### config.mk
export PLATFORM = sky130hd
export DESIGN_NAME = gemm_operand_smem_swizzle_address_core
export DESIGN_NICKNAME = d
export VERILOG_FILES = /design/src/rtl/gosa_pkg.sv /design/src/rtl/gemm_operand_smem_swizzle_address_core.sv /design/src/rtl/gosa_cfg.sv /design/src/rtl/gosa_front.sv /design/src/rtl/gosa_back.sv
export SDC_FILE = /design/constraint.sdc
export NUM_CORES = 1
export LEC_CHECK = 0
export BUFFER_PORTS_ARGS = -buffer_cell sky130_fd_sc_hd__buf_4
export CAP_MARGIN = 0
export CORE_ASPECT_RATIO = 1.4
export CORE_MARGIN = 1
export CORE_UTILIZATION = 60
export CTS_CLUSTER_SIZE = 40
export DETAILED_ROUTE_END_ITERATION = 8
export GPL_TIMING_DRIVEN = 0
export PLACE_DENSITY = 0.88
export SETUP_SLACK_MARGIN = 0.5
export SYNTH_ARGS = -nofsm -noshare
export SYNTH_HDL_FRONTEND = slang
export SYNTH_SLANG_ARGS = --single-unit
### constraint.sdc
create_clock -name i_clk -period 14.8 [get_ports i_clk]
set_input_delay 0.74 -clock i_clk [delete_from_list [all_inputs] [get_ports i_clk]]
set_output_delay 0.74 -clock i_clk [all_outputs]
set_load 0.02 [all_outputs]
### src/rtl/gosa_pkg.sv
// Shared types, widths and codes for the swizzled operand address generator.
package gosa_pkg;

    localparam int DEF_MAX_ROWS = 256;
    localparam int DEF_MAX_COLS = 256;

    localparam int CFG_W   = 9;
    localparam int EB_W    = 7;
    localparam int KF_W    = 2;
    localparam int IDX_W   = 2;
    localparam int ROW_W   = 8;
    localparam int COL_W   = 8;
    localparam int OFF_W   = 17;
    localparam int KIND_W  = 3;
    localparam int PITCH_W = CFG_W + 1;

    localparam int IN_DATA_W  = 16;
    localparam int OUT_DATA_W = 24;
    localparam int OUT_USER_W = 5;

    localparam logic [KIND_W-1:0] KIND_F64_CONG  = 3'd0;
    localparam logic [KIND_W-1:0] KIND_F64_CROSS = 3'd1;
    localparam logic [KIND_W-1:0] KIND_F32_CONG  = 3'd2;
    localparam logic [KIND_W-1:0] KIND_PADDED    = 3'd3;
    localparam logic [KIND_W-1:0] KIND_GENERAL   = 3'd4;

    localparam logic [IDX_W-1:0] REG_TILE_ROWS = 2'd0;
    localparam logic [IDX_W-1:0] REG_TILE_COLS = 2'd1;
    localparam logic [IDX_W-1:0] REG_ELEM_BITS = 2'd2;
    localparam logic [IDX_W-1:0] REG_K_FACTOR  = 2'd3;

    localparam logic [CFG_W-1:0] RST_TILE_ROWS = 9'd64;
    localparam logic [CFG_W-1:0] RST_TILE_COLS = 9'd64;
    localparam logic [EB_W-1:0]  RST_ELEM_BITS = 7'd16;
    localparam logic [KF_W-1:0]  RST_K_FACTOR  = 2'd1;

    typedef struct packed {
        logic [KIND_W-1:0]  kind;
        logic               eb_ok;
        logic               k2;
        logic [1:0]         log_eb;
        logic [CFG_W-1:0]   rows;
        logic [CFG_W-1:0]   cols;
        logic [PITCH_W-1:0] pitch;
    } t_layout;

    typedef struct packed {
        logic [ROW_W-1:0]   mul_a;
        logic [PITCH_W-1:0] mul_b;
        logic [OFF_W-1:0]   addend;
        logic [KIND_W-1:0]  kind;
        logic               coord_err;
        logic               cfg_err;
    } t_opnd;

    typedef struct packed {
        logic [OFF_W-1:0]  product;
        logic [OFF_W-1:0]  addend;
        logic [KIND_W-1:0] kind;
        logic              coord_err;
        logic              cfg_err;
    } t_prod;

endpackage

### src/rtl/gemm_operand_smem_swizzle_address_core.sv
// Top level of the swizzled shared-memory operand address generator.
// Each input beat carries a (row, col) coordinate and yields one output beat, with the element
// offset, the chosen layout and two error flags. A new beat can be accepted in every cycle,
// the rate being set by the four-stage pipeline (input capture, operand formation, one 8x10-bit
// multiply, final add into the output register). Each stage moves on whenever the stage after it
// is empty or moving on, so the input is held off only when all four stages hold beats and the
// finished beat waits at the output. Configuration writes take effect at once and are to be made
// only while no beat is in flight.
module gemm_operand_smem_swizzle_address_core #(
    parameter int MAX_ROWS = gosa_pkg::DEF_MAX_ROWS,
    parameter int MAX_COLS = gosa_pkg::DEF_MAX_COLS
) (
    input  logic                             i_clk,
    input  logic                             i_rst_n,
    input  logic                             s_axis_tvalid,
    output logic                             s_axis_tready,
    input  logic [gosa_pkg::IN_DATA_W-1:0]   s_axis_tdata,   // row, col
    output logic                             m_axis_tvalid,
    input  logic                             m_axis_tready,
    output logic [gosa_pkg::OUT_DATA_W-1:0]  m_axis_tdata,   // offset, zero fill
    output logic [gosa_pkg::OUT_USER_W-1:0]  m_axis_tuser,   // layout_kind, coord_error,
                                                             // config_error
    input  logic                             i_cfg_we,
    input  logic [gosa_pkg::IDX_W-1:0]       i_cfg_addr,
    input  logic [gosa_pkg::CFG_W-1:0]       i_cfg_wdata
);
    import gosa_pkg::*;

    t_layout           layout;
    t_opnd             opnd;
    logic              opnd_valid;
    logic              opnd_ready;
    logic [OFF_W-1:0]  offset;
    logic [KIND_W-1:0] kind;
    logic              coord_err;
    logic              cfg_err;

    gosa_cfg #(
        .MAX_ROWS (MAX_ROWS),
        .MAX_COLS (MAX_COLS)
    ) u_cfg (
        .i_clk       (i_clk),
        .i_rst_n     (i_rst_n),
        .i_cfg_we    (i_cfg_we),
        .i_cfg_addr  (i_cfg_addr),
        .i_cfg_wdata (i_cfg_wdata),
        .o_layout    (layout)
    );

    gosa_front u_front (
        .i_clk    (i_clk),
        .i_rst_n  (i_rst_n),
        .i_valid  (s_axis_tvalid),
        .o_ready  (s_axis_tready),
        .i_row    (s_axis_tdata[ROW_W-1:0]),
        .i_col    (s_axis_tdata[ROW_W +: COL_W]),
        .i_layout (layout),
        .o_valid  (opnd_valid),
        .i_ready  (opnd_ready),
        .o_opnd   (opnd)
    );

    gosa_back u_back (
        .i_clk       (i_clk),
        .i_rst_n     (i_rst_n),
        .i_valid     (opnd_valid),
        .o_ready     (opnd_ready),
        .i_opnd      (opnd),
        .o_valid     (m_axis_tvalid),
        .i_ready     (m_axis_tready),
        .o_offset    (offset),
        .o_kind      (kind),
        .o_coord_err (coord_err),
        .o_cfg_err   (cfg_err)
    );

    assign m_axis_tdata = {{(OUT_DATA_W - OFF_W){1'b0}}, offset};
    assign m_axis_tuser = {cfg_err, coord_err, kind};

endmodule

### src/rtl/gosa_cfg.sv
// Configuration registers and layout dispatch for the swizzled address generator.
module gosa_cfg #(
    parameter int MAX_ROWS = gosa_pkg::DEF_MAX_ROWS,
    parameter int MAX_COLS = gosa_pkg::DEF_MAX_COLS
) (
    input  logic                          i_clk,
    input  logic                          i_rst_n,
    input  logic                          i_cfg_we,
    input  logic [gosa_pkg::IDX_W-1:0]    i_cfg_addr,
    input  logic [gosa_pkg::CFG_W-1:0]    i_cfg_wdata,
    output gosa_pkg::t_layout             o_layout
);
    import gosa_pkg::*;

    logic [CFG_W-1:0]   r_tile_rows;
    logic [CFG_W-1:0]   r_tile_cols;
    logic [EB_W-1:0]    r_elem_bits;
    logic [KF_W-1:0]    r_k_factor;

    logic [CFG_W-1:0]   rows;
    logic [CFG_W-1:0]   cols;
    logic               eb_ok;
    logic               k2;
    logic [1:0]         lrel;
    logic [2:0]         sh_pad;
    logic [2:0]         sh_gen;
    logic [OFF_W-1:0]   pad_chk;
    logic [OFF_W-1:0]   gen_chk;
    logic               pad_ok;
    logic [PITCH_W-1:0] pitch;
    logic [KIND_W-1:0]  kind;

    always_ff @(posedge i_clk) begin
        if (!i_rst_n) begin
            r_tile_rows <= RST_TILE_ROWS;
            r_tile_cols <= RST_TILE_COLS;
            r_elem_bits <= RST_ELEM_BITS;
            r_k_factor  <= RST_K_FACTOR;
        end else if (i_cfg_we) begin
            case (i_cfg_addr)
                REG_TILE_ROWS: r_tile_rows <= i_cfg_wdata;
                REG_TILE_COLS: r_tile_cols <= i_cfg_wdata;
                REG_ELEM_BITS: r_elem_bits <= i_cfg_wdata[EB_W-1:0];
                REG_K_FACTOR:  r_k_factor  <= i_cfg_wdata[KF_W-1:0];
                default: begin
                end
            endcase
        end
    end

    always_comb begin
        rows = (int'(r_tile_rows) > MAX_ROWS) ? CFG_W'(MAX_ROWS) : r_tile_rows;
        cols = (int'(r_tile_cols) > MAX_COLS) ? CFG_W'(MAX_COLS) : r_tile_cols;
        eb_ok = (r_elem_bits == 7'd8) || (r_elem_bits == 7'd16) ||
                (r_elem_bits == 7'd32) || (r_elem_bits == 7'd64);
        case (r_elem_bits)
            7'd16:   lrel = 2'd1;
            7'd32:   lrel = 2'd2;
            7'd64:   lrel = 2'd3;
            default: lrel = 2'd0;
        endcase
        k2      = (r_k_factor == 2'd2);
        sh_pad  = {1'b0, lrel} + 3'd3;
        sh_gen  = sh_pad + {2'b00, k2};
        pad_chk = {8'b0, cols} << sh_pad;
        gen_chk = {8'b0, cols} << sh_gen;
        pad_ok  = eb_ok && (pad_chk[7:0] == 8'd0);
        pitch   = {1'b0, cols} + (pad_ok ? (PITCH_W'(16) >> lrel) : PITCH_W'(0));

        if (!eb_ok) begin
            kind = KIND_PADDED;
        end else if (lrel == 2'd3 && !k2 && cols[3:0] == 4'd0) begin
            kind = KIND_F64_CONG;
        end else if (lrel == 2'd3 && k2 && rows[3:0] == 4'd0 && cols[3:0] == 4'd0) begin
            kind = KIND_F64_CROSS;
        end else if (lrel == 2'd2 && !k2 && cols[4:0] == 5'd0) begin
            kind = KIND_F32_CONG;
        end else if (lrel == 2'd0 && !k2) begin
            kind = KIND_PADDED;
        end else if (gen_chk[9:0] == 10'd0) begin
            kind = KIND_GENERAL;
        end else begin
            kind = KIND_PADDED;
        end

        o_layout.kind   = kind;
        o_layout.eb_ok  = eb_ok;
        o_layout.k2     = k2;
        o_layout.log_eb = lrel;
        o_layout.rows   = rows;
        o_layout.cols   = cols;
        o_layout.pitch  = pitch;
    end

endmodule

### src/rtl/gosa_front.sv
// Input capture and operand formation stages of the swizzled address pipeline.
module gosa_front (
    input  logic                       i_clk,
    input  logic                       i_rst_n,
    input  logic                       i_valid,
    output logic                       o_ready,
    input  logic [gosa_pkg::ROW_W-1:0] i_row,
    input  logic [gosa_pkg::COL_W-1:0] i_col,
    input  gosa_pkg::t_layout          i_layout,
    output logic                       o_valid,
    input  logic                       i_ready,
    output gosa_pkg::t_opnd            o_opnd
);
    import gosa_pkg::*;

    logic             r_a_valid;
    logic [ROW_W-1:0] r_row;
    logic [COL_W-1:0] r_col;
    logic             r_b_valid;
    t_opnd            r_b_opnd;
    t_opnd            n_opnd;

    logic             ready_a;
    logic             ready_b;
    logic [2:0]       la;
    logic [COL_W-1:0] vc;
    logic [COL_W-1:0] lane_mask;
    logic [1:0]       pv;
    logic             pp;
    logic [OFF_W-1:0] grp;
    logic [OFF_W-1:0] gen_c;

    assign ready_b = !r_b_valid || i_ready;
    assign ready_a = !r_a_valid || ready_b;
    assign o_ready = ready_a;
    assign o_valid = r_b_valid;
    assign o_opnd  = r_b_opnd;

    always_comb begin
        la        = 3'd4 - {1'b0, i_layout.log_eb};
        vc        = r_col >> la;
        lane_mask = (COL_W'(1) << la) - COL_W'(1);
        if (i_layout.k2) begin
            pv  = vc[1:0] ^ r_row[2:1];
            pp  = r_row[0];
            grp = (OFF_W'(vc >> 2) << 3) | OFF_W'({pp, pv});
        end else begin
            pv  = vc[1:0] ^ r_row[1:0];
            pp  = vc[2] ^ r_row[2];
            grp = (OFF_W'(vc >> 3) << 3) | OFF_W'({pp, pv});
        end
        gen_c = (grp << la) | OFF_W'(r_col & lane_mask);

        n_opnd.kind      = i_layout.kind;
        n_opnd.cfg_err   = !i_layout.eb_ok;
        n_opnd.coord_err = ({1'b0, r_row} >= i_layout.rows) ||
                           ({1'b0, r_col} >= i_layout.cols);
        case (i_layout.kind)
            KIND_F64_CONG: begin
                n_opnd.mul_a  = {r_row[7:2], r_col[2:1]};
                n_opnd.mul_b  = {1'b0, i_layout.cols};
                n_opnd.addend = OFF_W'({r_col[7:4], r_col[0],
                                        r_col[2:1] ^ r_row[1:0], r_col[3]});
            end
            KIND_F64_CROSS: begin
                n_opnd.mul_a  = {r_col[7:2], r_row[2:1]};
                n_opnd.mul_b  = {1'b0, i_layout.rows};
                n_opnd.addend = OFF_W'({r_row[7:4], r_col[3] ^ r_row[0],
                                        r_col[1:0], r_row[3] ^ r_col[2]});
            end
            KIND_F32_CONG: begin
                n_opnd.mul_a  = r_row;
                n_opnd.mul_b  = {1'b0, i_layout.cols};
                n_opnd.addend = OFF_W'({r_col[7:5], r_col[4:3] ^ r_row[1:0],
                                        r_col[2:0]});
            end
            KIND_GENERAL: begin
                n_opnd.mul_a  = i_layout.k2 ? {r_row[7:1], 1'b0} : r_row;
                n_opnd.mul_b  = {1'b0, i_layout.cols};
                n_opnd.addend = gen_c;
            end
            default: begin
                n_opnd.mul_a  = r_row;
                n_opnd.mul_b  = i_layout.pitch;
                n_opnd.addend = OFF_W'(r_col);
            end
        endcase
    end

    always_ff @(posedge i_clk) begin
        if (!i_rst_n) begin
            r_a_valid <= 1'b0;
            r_b_valid <= 1'b0;
        end else begin
            if (ready_a) begin
                r_a_valid <= i_valid;
            end
            if (ready_b) begin
                r_b_valid <= r_a_valid;
            end
        end
    end

    always_ff @(posedge i_clk) begin
        if (ready_a && i_valid) begin
            r_row <= i_row;
            r_col <= i_col;
        end
        if (ready_b && r_a_valid) begin
            r_b_opnd <= n_opnd;
        end
    end

endmodule

### src/rtl/gosa_back.sv
// Multiply and final add stages with the output register of the address pipeline.
module gosa_back (
    input  logic                        i_clk,
    input  logic                        i_rst_n,
    input  logic                        i_valid,
    output logic                        o_ready,
    input  gosa_pkg::t_opnd             i_opnd,
    output logic                        o_valid,
    input  logic                        i_ready,
    output logic [gosa_pkg::OFF_W-1:0]  o_offset,
    output logic [gosa_pkg::KIND_W-1:0] o_kind,
    output logic                        o_coord_err,
    output logic                        o_cfg_err
);
    import gosa_pkg::*;

    localparam int PROD_W = ROW_W + PITCH_W;

    logic              r_c_valid;
    t_prod             r_c;
    t_prod             n_c;
    logic              r_d_valid;
    logic [OFF_W-1:0]  r_offset;
    logic [KIND_W-1:0] r_kind;
    logic              r_coord_err;
    logic              r_cfg_err;
    logic [PROD_W-1:0] full_prod;
    logic              ready_c;
    logic              ready_d;

    assign ready_d     = !r_d_valid || i_ready;
    assign ready_c     = !r_c_valid || ready_d;
    assign o_ready     = ready_c;
    assign o_valid     = r_d_valid;
    assign o_offset    = r_offset;
    assign o_kind      = r_kind;
    assign o_coord_err = r_coord_err;
    assign o_cfg_err   = r_cfg_err;

    always_comb begin
        full_prod     = PROD_W'(i_opnd.mul_a) * PROD_W'(i_opnd.mul_b);
        n_c.product   = full_prod[OFF_W-1:0];
        n_c.addend    = i_opnd.addend;
        n_c.kind      = i_opnd.kind;
        n_c.coord_err = i_opnd.coord_err;
        n_c.cfg_err   = i_opnd.cfg_err;
    end

    always_ff @(posedge i_clk) begin
        if (!i_rst_n) begin
            r_c_valid <= 1'b0;
            r_d_valid <= 1'b0;
        end else begin
            if (ready_c) begin
                r_c_valid <= i_valid;
            end
            if (ready_d) begin
                r_d_valid <= r_c_valid;
            end
        end
    end

    always_ff @(posedge i_clk) begin
        if (ready_c && i_valid) begin
            r_c <= n_c;
        end
        if (ready_d && r_c_valid) begin
            r_offset    <= r_c.product + r_c.addend;
            r_kind      <= r_c.kind;
            r_coord_err <= r_c.coord_err;
            r_cfg_err   <= r_c.cfg_err;
        end
    end

endmodule

==> results.md, run 1 <==
- Outcome: finished, violations left
- Failing checks: DRC
- Total wire length: about 24000 microns
- Nets: 1225
- Global-route wire length before repair: approximately 38000 microns
- Vias: approximately 7600
- Startpoint type of the worst setup path: flop
- Clk pin slew, worst setup/hold paths: 70 ps
- Sw frac: 34.0%
- Max-Cap Viols: 0
- Top cells by area, synth: edfxtp_1, ha_1, fa_1
- Pwr Density: approximately 120 mW/mm^2
- Fin cells: ~1300
- Crit share post-route: 39.3%
- P_leak: 4.97 nW
- Clk sink count: around 150
- Worst hold slack: between 400 and 500 ps
- Max-Slew Margin vs Limit: 13.9%
- CTS tree: done
- Top-count cell post-synth: edfxtp_1
- CP endpoint kind: flop
- # setup viols final: 0
- Worst Tran Pin Value: between 1000 and 1500 ps
- Post-synth EDFFs: 115
- Pre-antenna DRT Iters: 8
- Pint: approximately 930 uW
- Setup TNS: 0 ps
- PnR Total Power: between 1 and 1.5 mW
- NetSw: 479 uW
- Crit path DAT: 5970 ps
- #FFs+latches synth: ~150
- Fmax: ~0.17 GHz
- RePlAce Congestion: between 0.9 and 1
- Vias in the first global route: 7743
- Largest area contributor in the netlist: edfxtp_1
- PostCTS Resize Cnt: 0
- Placed cells: around 1200
- DIE HEIGHT: about 160 microns
- Initial antenna violation count: 0
- Worst vdd ir: slightly above 0.00009 V
- Ys Warns: 0
- Num CTS Buffers: 17
- Drt first-iter violations: 562
- Post-CTS Hold Fix Bufs: 0
- WL/cell: 18.6 microns
- Sequential Power Share: 36.0%
- Clock Tree Root: clkbuf_16
- ANT nets after route: 0
- Die span in x: ~110 microns
- Combinational fraction of design power: between 30% and 40%
- Clock latency at the later pin of the worst-skew pair: 430 ps
- FFs w/ async S/R, synth: 0%
- CP Class: reg2reg
- Avg Cell Area, Syn: 10.4 sq um
- Final max-slew violation count: 0
- Commonest cells in the netlist: edfxtp_1, nand2_1, inv_1, ha_1, fa_1
- Post-Syn Area: roughly 0.01 sq mm
- Hold Path Class: reg2reg
- Port-buffer cells: 55
- Sequential fraction of the synthesis area: between 40% and 50%
- H-tree depth: 4
- HPWL after DPL: between 15000 and 20000 microns
- Power share of the clock group: between 30% and 40%
- Starting Density: between 60% and 70%
- Minimum clock period: roughly 5800 ps
- Worst-path fanout max: 9
- Num ports: 63
- Clock skew: ~9.5 ps
- Tot GR Track Use: between 20% and 30%
- DRC violations left: 3
- Die area: 0.0174 sq mm
- Final Hold Vio Count: 0
- Final WS setup: around 9000 ps
- Top_reg_cell synth: edfxtp_1
- Share of the synthesized area in the top cell type: about a third
- Layout cells sized above 1: 11.6%
- Crit path required time: ~15000 ps
- Post-CTS Repair Setup Buffers: 0
- Std cell rows: 55
- Synth cell types: 77
- Max clock buf depth: 2
- Area added between synthesis and finish: 13.8%
- Total gr overflow: 0
- Cells after synthesis: 974
- Dpl ws: roughly 9300 ps
- Ant. Diodes: 0
- DR vias/cell: between 5 and 6
- Core area: ~0.016 sq mm
- Pin count of the biggest net entering global routing: 37
- Setup repair after global routing missed its margin: false
==> power groups by stage <==
| stage | registers (mW) | clock network [mW] | logic (mW) |
|---|---|---|---|
| after floorplan | 0.510 | 0 | 0.328 |
| after global placement | 0.517 | 0 | 0.438 |
| after detailed placement | 0.516 | 0 | 0.453 |
| after CTS | 0.508 | 0.447 | 0.459 |
| after global routing | 0.510 | 0.463 | 0.508 |
| final | 0.508 | 0.442 | 0.461 |
==> cell usage in the layout, fill, tap and decap left out, types with 23 or more instances in the layout <==
cell and count:
nor3_1 23, and2_1 45, ha_1 80, buf_4 64
fa_1 49, edfxtp_1 115, nand2_1 105, clkbuf_1 30
nor2_1 39, mux2i_1 26, inv_1 86, dfxtp_1 31
nor2b_1 25, a21oi_1 37, xnor2_1 26
==> logic make-up (layout without fill, tap and decap cells) <==
logic type	count (synthesis)	after routing	share of synthesized area (%)
buf+inv	134	224	5.34
compound gates	176	176	12.2
mux	35	35	3.68
simple gates	316	316	15.8
flops	146	146	40.2
other cells	1	14	0.0370
xor+xnor	37	37	3.20
fa+ha+maj	129	129	19.6
==> critical path: stages, from the launching register on <==
cell and delay [ps]:
dfxtp_1 320, or4_4 570, nor3b_1 650, inv_1 200
ha_1 370, ha_1 340, nor2_1 50, a2111oi_0 430
a41o_1 290, nand2_1 120, o31ai_1 1060, inv_2 290
and2_0 260, clkbuf_1 210, a32oi_1 260, o21ai_1 130
==> sequential cells by signal, indices dropped and copies added (netlist names) <==
signal	cells
u_back.o_cfg_err	1
u_back.o_coord_err	1
u_back.o_kind	3
u_back.o_offset	17
u_back.o_valid	1
u_back.r_c	38
u_back.r_c_valid	1
u_cfg.r_elem_bits	7
u_cfg.r_k_factor	2
u_cfg.r_tile_cols	9
u_cfg.r_tile_rows	9
u_front.o_opnd	39
u_front.o_valid	1
u_front.r_a_valid	1
u_front.r_col	8
u_front.r_row	8
==> area by class of cell <==
cell class,instances,area [sq um]
Tap cell,199,249
Inverter,88,330
Clock inverter,15,189
Timing Repair Buffer,58,468
Sequential cell,146,4070
Buffer,46,210
Multi-Input combinational cell,707,5580
Clock buffer,17,425
Fill cell,1192,4780
==> worst paths after layout <==
kind                             start                 end  slack [ps]  cells after the start
setup / recovery  u_cfg.r_elem_bits[0]  u_front.o_opnd[28]        8990                     15
hold / removal       u_front.o_opnd[5]       u_back.r_c[5]         410                      0
setup reg to reg  u_cfg.r_elem_bits[0]  u_front.o_opnd[28]        8990                     15
hold reg to reg      u_front.o_opnd[5]       u_back.r_c[5]         410                      0
==> layer usage <==
metal  track usage (%)  routed length, microns  share of wire [%]
met5                 0                       0                  0
met4              17.6                    1230                5.2
met3              4.16                    1190                5.0
met2              53.9                   12600                 53
met1              29.9                    8620                 36
==> stage by stage <==
stage	utilization (%)	cell area, sq um
after detailed placement	66.9	10900
after global routing	70.7	11500
final	70.7	11500
after CTS	70.7	11500
after global placement	66.5	10800
after floorplan	-	10200
No activity file was read; power rests on OpenSTA's default activity.
==> run 2: changes to the inputs <==
- ABC_AREA: default -> 1
- CORE_UTILIZATION: 60 -> 56
- PLACE_DENSITY: 0.88 -> 0.86
- clock period: 14.8 -> 4.7 ns (I/O delays scaled with it)
==> results.md, run 2 <==
- Outcome: finished clean
- Max clock buf depth: 2
- Startpoint type of the worst setup path: flop
- Top cells by area, synth: edfxtp_1, ha_1, fa_1
- Bufs and invs on worst path: 3
- Top_reg_cell synth: edfxtp_1
- Post-synth EDFFs: between 100 and 150
- DRC violations left: 0
- DIE HEIGHT: ~160 microns
- Tot GR Track Use: between 20% and 30%
- # setup viols final: 0
- Post-layout util: 70.5%
- Share of the synthesized area in the top cell type: between 30% and 40%
- Crit path DAT: between 4000 and 5000 ps
- Vias in the first global route: 8307
- Max FFs per register: 39
- Fmax: approximately 0.22 GHz
- H-tree depth: 4
- Die area: roughly 0.019 sq mm
- Starting Density: 57.6%
- Clk pin slew, worst setup/hold paths: 60 ps
- Total wire length: 26400 microns
- Commonest cells in the netlist: nand2_1, inv_1, edfxtp_1, ha_1, nand3_1
- Max-Slew Margin vs Limit: between 30% and 40%
- Die span in x: around 120 microns
- Vias: 8496
- Std cell rows: 57
- R2r endpoint: u_back.r_c[37]
- RR Startpoint: u_front.o_opnd[34]
- Total gr overflow: 0
- Worst-path fanout max: 7
- Crit-path leading delay family: adder cells
- RePlAce Congestion: between 1 and 1.5
- Dpl ws: -72.2 ps
- WL/cell: roughly 17 microns
- Setup repair after global routing missed its margin: true
- Nets: between 1000 and 1500
- Initial antenna violation count: 0
- DR vias/cell: 5.53
- Hold Path End: u_cfg.r_tile_rows[7]
- Max-Cap Viols: 0
- Crit-path cells: buf_8 -> buf_4 -> nand2_1 -> inv_1 -> fa_1 -> fa_1 -> fa_1 -> fa_1 -> ha_4 -> nand4_1 -> o221ai_4 -> nand3_2 -> nand2_2 -> a21oi_1 -> nor2_1 -> nor2_1 -> xnor2_2
- Placed cells: about 1500
- CP endpoint kind: flop
- Area added between synthesis and finish: 22.3%
- Crit-path slowest cell: fa_1
- P_leak: approximately 5.8 nW
- Minimum clock period: roughly 4500 ps
- Largest area contributor in the netlist: edfxtp_1
- Ys Warns: 0
- Clock latency at the later pin of the worst-skew pair: around 430 ps
- Clock skew: about 11 ps
- Port-buffer cells: 54
- Final WS setup: about 200 ps
- Pin count of the biggest net entering global routing: 40
- Setup TNS: 0 ps
- Dpl cell area: 0.0109 sq mm
- Most frequent cells in the layout: nand2_1, inv_1, edfxtp_1
- Fin cells: ~1500
- Hold path startpoint: i_cfg_wdata[7]
- CP max stage delay: just under 600 ps
- Synth cell types: 46
- #FFs+latches synth: ~150
- Num CTS Buffers: 17
- HPWL after DPL: approximately 19000 microns
- Crit path required time: just under 5000 ps
- Final max-slew violation count: 0
- Final Hold Vio Count: 0
- Worst vdd ir: 0.000271 V
- Num ports: 63
- Post-Syn Area: ~0.01 sq mm
- Sequential fraction of the synthesis area: around two fifths
- Clock Tree Root: clkbuf_16
- Avg Cell Area, Syn: between 8 and 9 sq um
- WHS Path Cells: 3
- Crit share post-route: between 90% and 100%
- Layout cells sized above 1: a little under a fifth
- Hold Path Class: in2reg
- Core area: 0.0175 sq mm
- Final Cell Area: 0.0124 sq mm
- CP dominant cell by count: fa_1
- Worst hold slack: ~43 ps
- Cells after synthesis: between 1000 and 1500
- Pwr Density: just over 400 mW/mm^2
- Reg2Reg Setup Slack: 200 ps
- Drt first-iter violations: between 500 and 600
- CTS tree: done
- Worst Tran Pin Value: ~1000 ps
- Ant. Diodes: 0
- Top-count cell post-synth: nand2_1
- CP Class: reg2reg
- Global-route wire length before repair: slightly above 40000 microns
- Pre-antenna DRT Iters: 7
- ANT nets after route: 0
- Clk sink count: approximately 150
- PnR Total Power: 5.05 mW
- FFs w/ async S/R, synth: 0%
- Most common cell after layout, fill and taps aside: nand2_1
- Worst r2r path cells: 17
[run 2: power by group]
group          switching [mW]  leakage [nW]  internal, mW
Sequential             0.0446          1.32          1.55
Combinational            1.25          4.20         0.893
Clock                   0.565         0.280         0.745
Total                    1.86          5.80          3.19
[run 2: routing by layer]
| layer | wire length [microns] | global-route usage (%) | vias to the layer above |
|---|---|---|---|
| li1 | - | - | 4019 |
| met1 | 9240 | 29.9 | 3976 |
| met2 | 13800 | 50.9 | 370 |
| met3 | 1350 | 5.18 | 131 |
| met4 | 1990 | 22.3 | 0 |
| met5 | 0 | 0 | - |
[run 2: final cells by class]
class / instances / area [sq um]
multi-input cells: 776 / 5460
fillers: 1297 / 5180
flip-flops and latches: 146 / 4080
repair buffers: 102 / 861
inverters: 198 / 747
clock buffers: 18 / 429
plain buffers: 47 / 362
well taps: 236 / 295
clock inverters: 14 / 139
[run 2: cells by family (layout without fill, tap and decap cells)]
group	Yosys count	count (layout)	synth area share (%)
buffers and inverters	245	379	9.59
other	1	14	0.0371
AO/OA/AOI/OAI	164	164	9.56
flip-flops	146	146	40.3
AND/OR/NAND/NOR	433	433	17.8
XOR/XNOR	36	36	3.12
adder cells (fa/ha/maj)	129	129	19.6
[run 2: tightest hold or removal path: stages]
cell    delay [ps]
buf_4           80
nor2_1          30
nor2_1          80
[run 2: worst max-delay path by stage]
stage | slack [ps] | depth (start not counted) | startpoint | to
floorplan | 510 | 21 | u_front.o_opnd[37] | u_back.r_c[38]
global placement | 10 | 16 | u_front.o_opnd[26] | u_back.r_c[37]
detailed placement | -70 | 19 | u_front.o_opnd[34] | u_back.r_c[37]
CTS | 380 | 17 | u_front.o_opnd[34] | u_back.r_c[37]
global route | 30 | 17 | u_front.o_opnd[34] | u_back.r_c[37]
finish | 200 | 17 | u_front.o_opnd[34] | u_back.r_c[37]
[run 2: repair_timing]
| action | CTS | global route |
|---|---|---|
| hold endpoints to repair | 16 | 0 |
| buffers inserted | 13 | 16 |
| cloned | 0 | 0 |
| endpoints found under the setup margin | 12 | 12 |
| hold buffers | 16 | 0 |
| pin swaps | 18 | 40 |
| resized for setup | 52 | 69 |
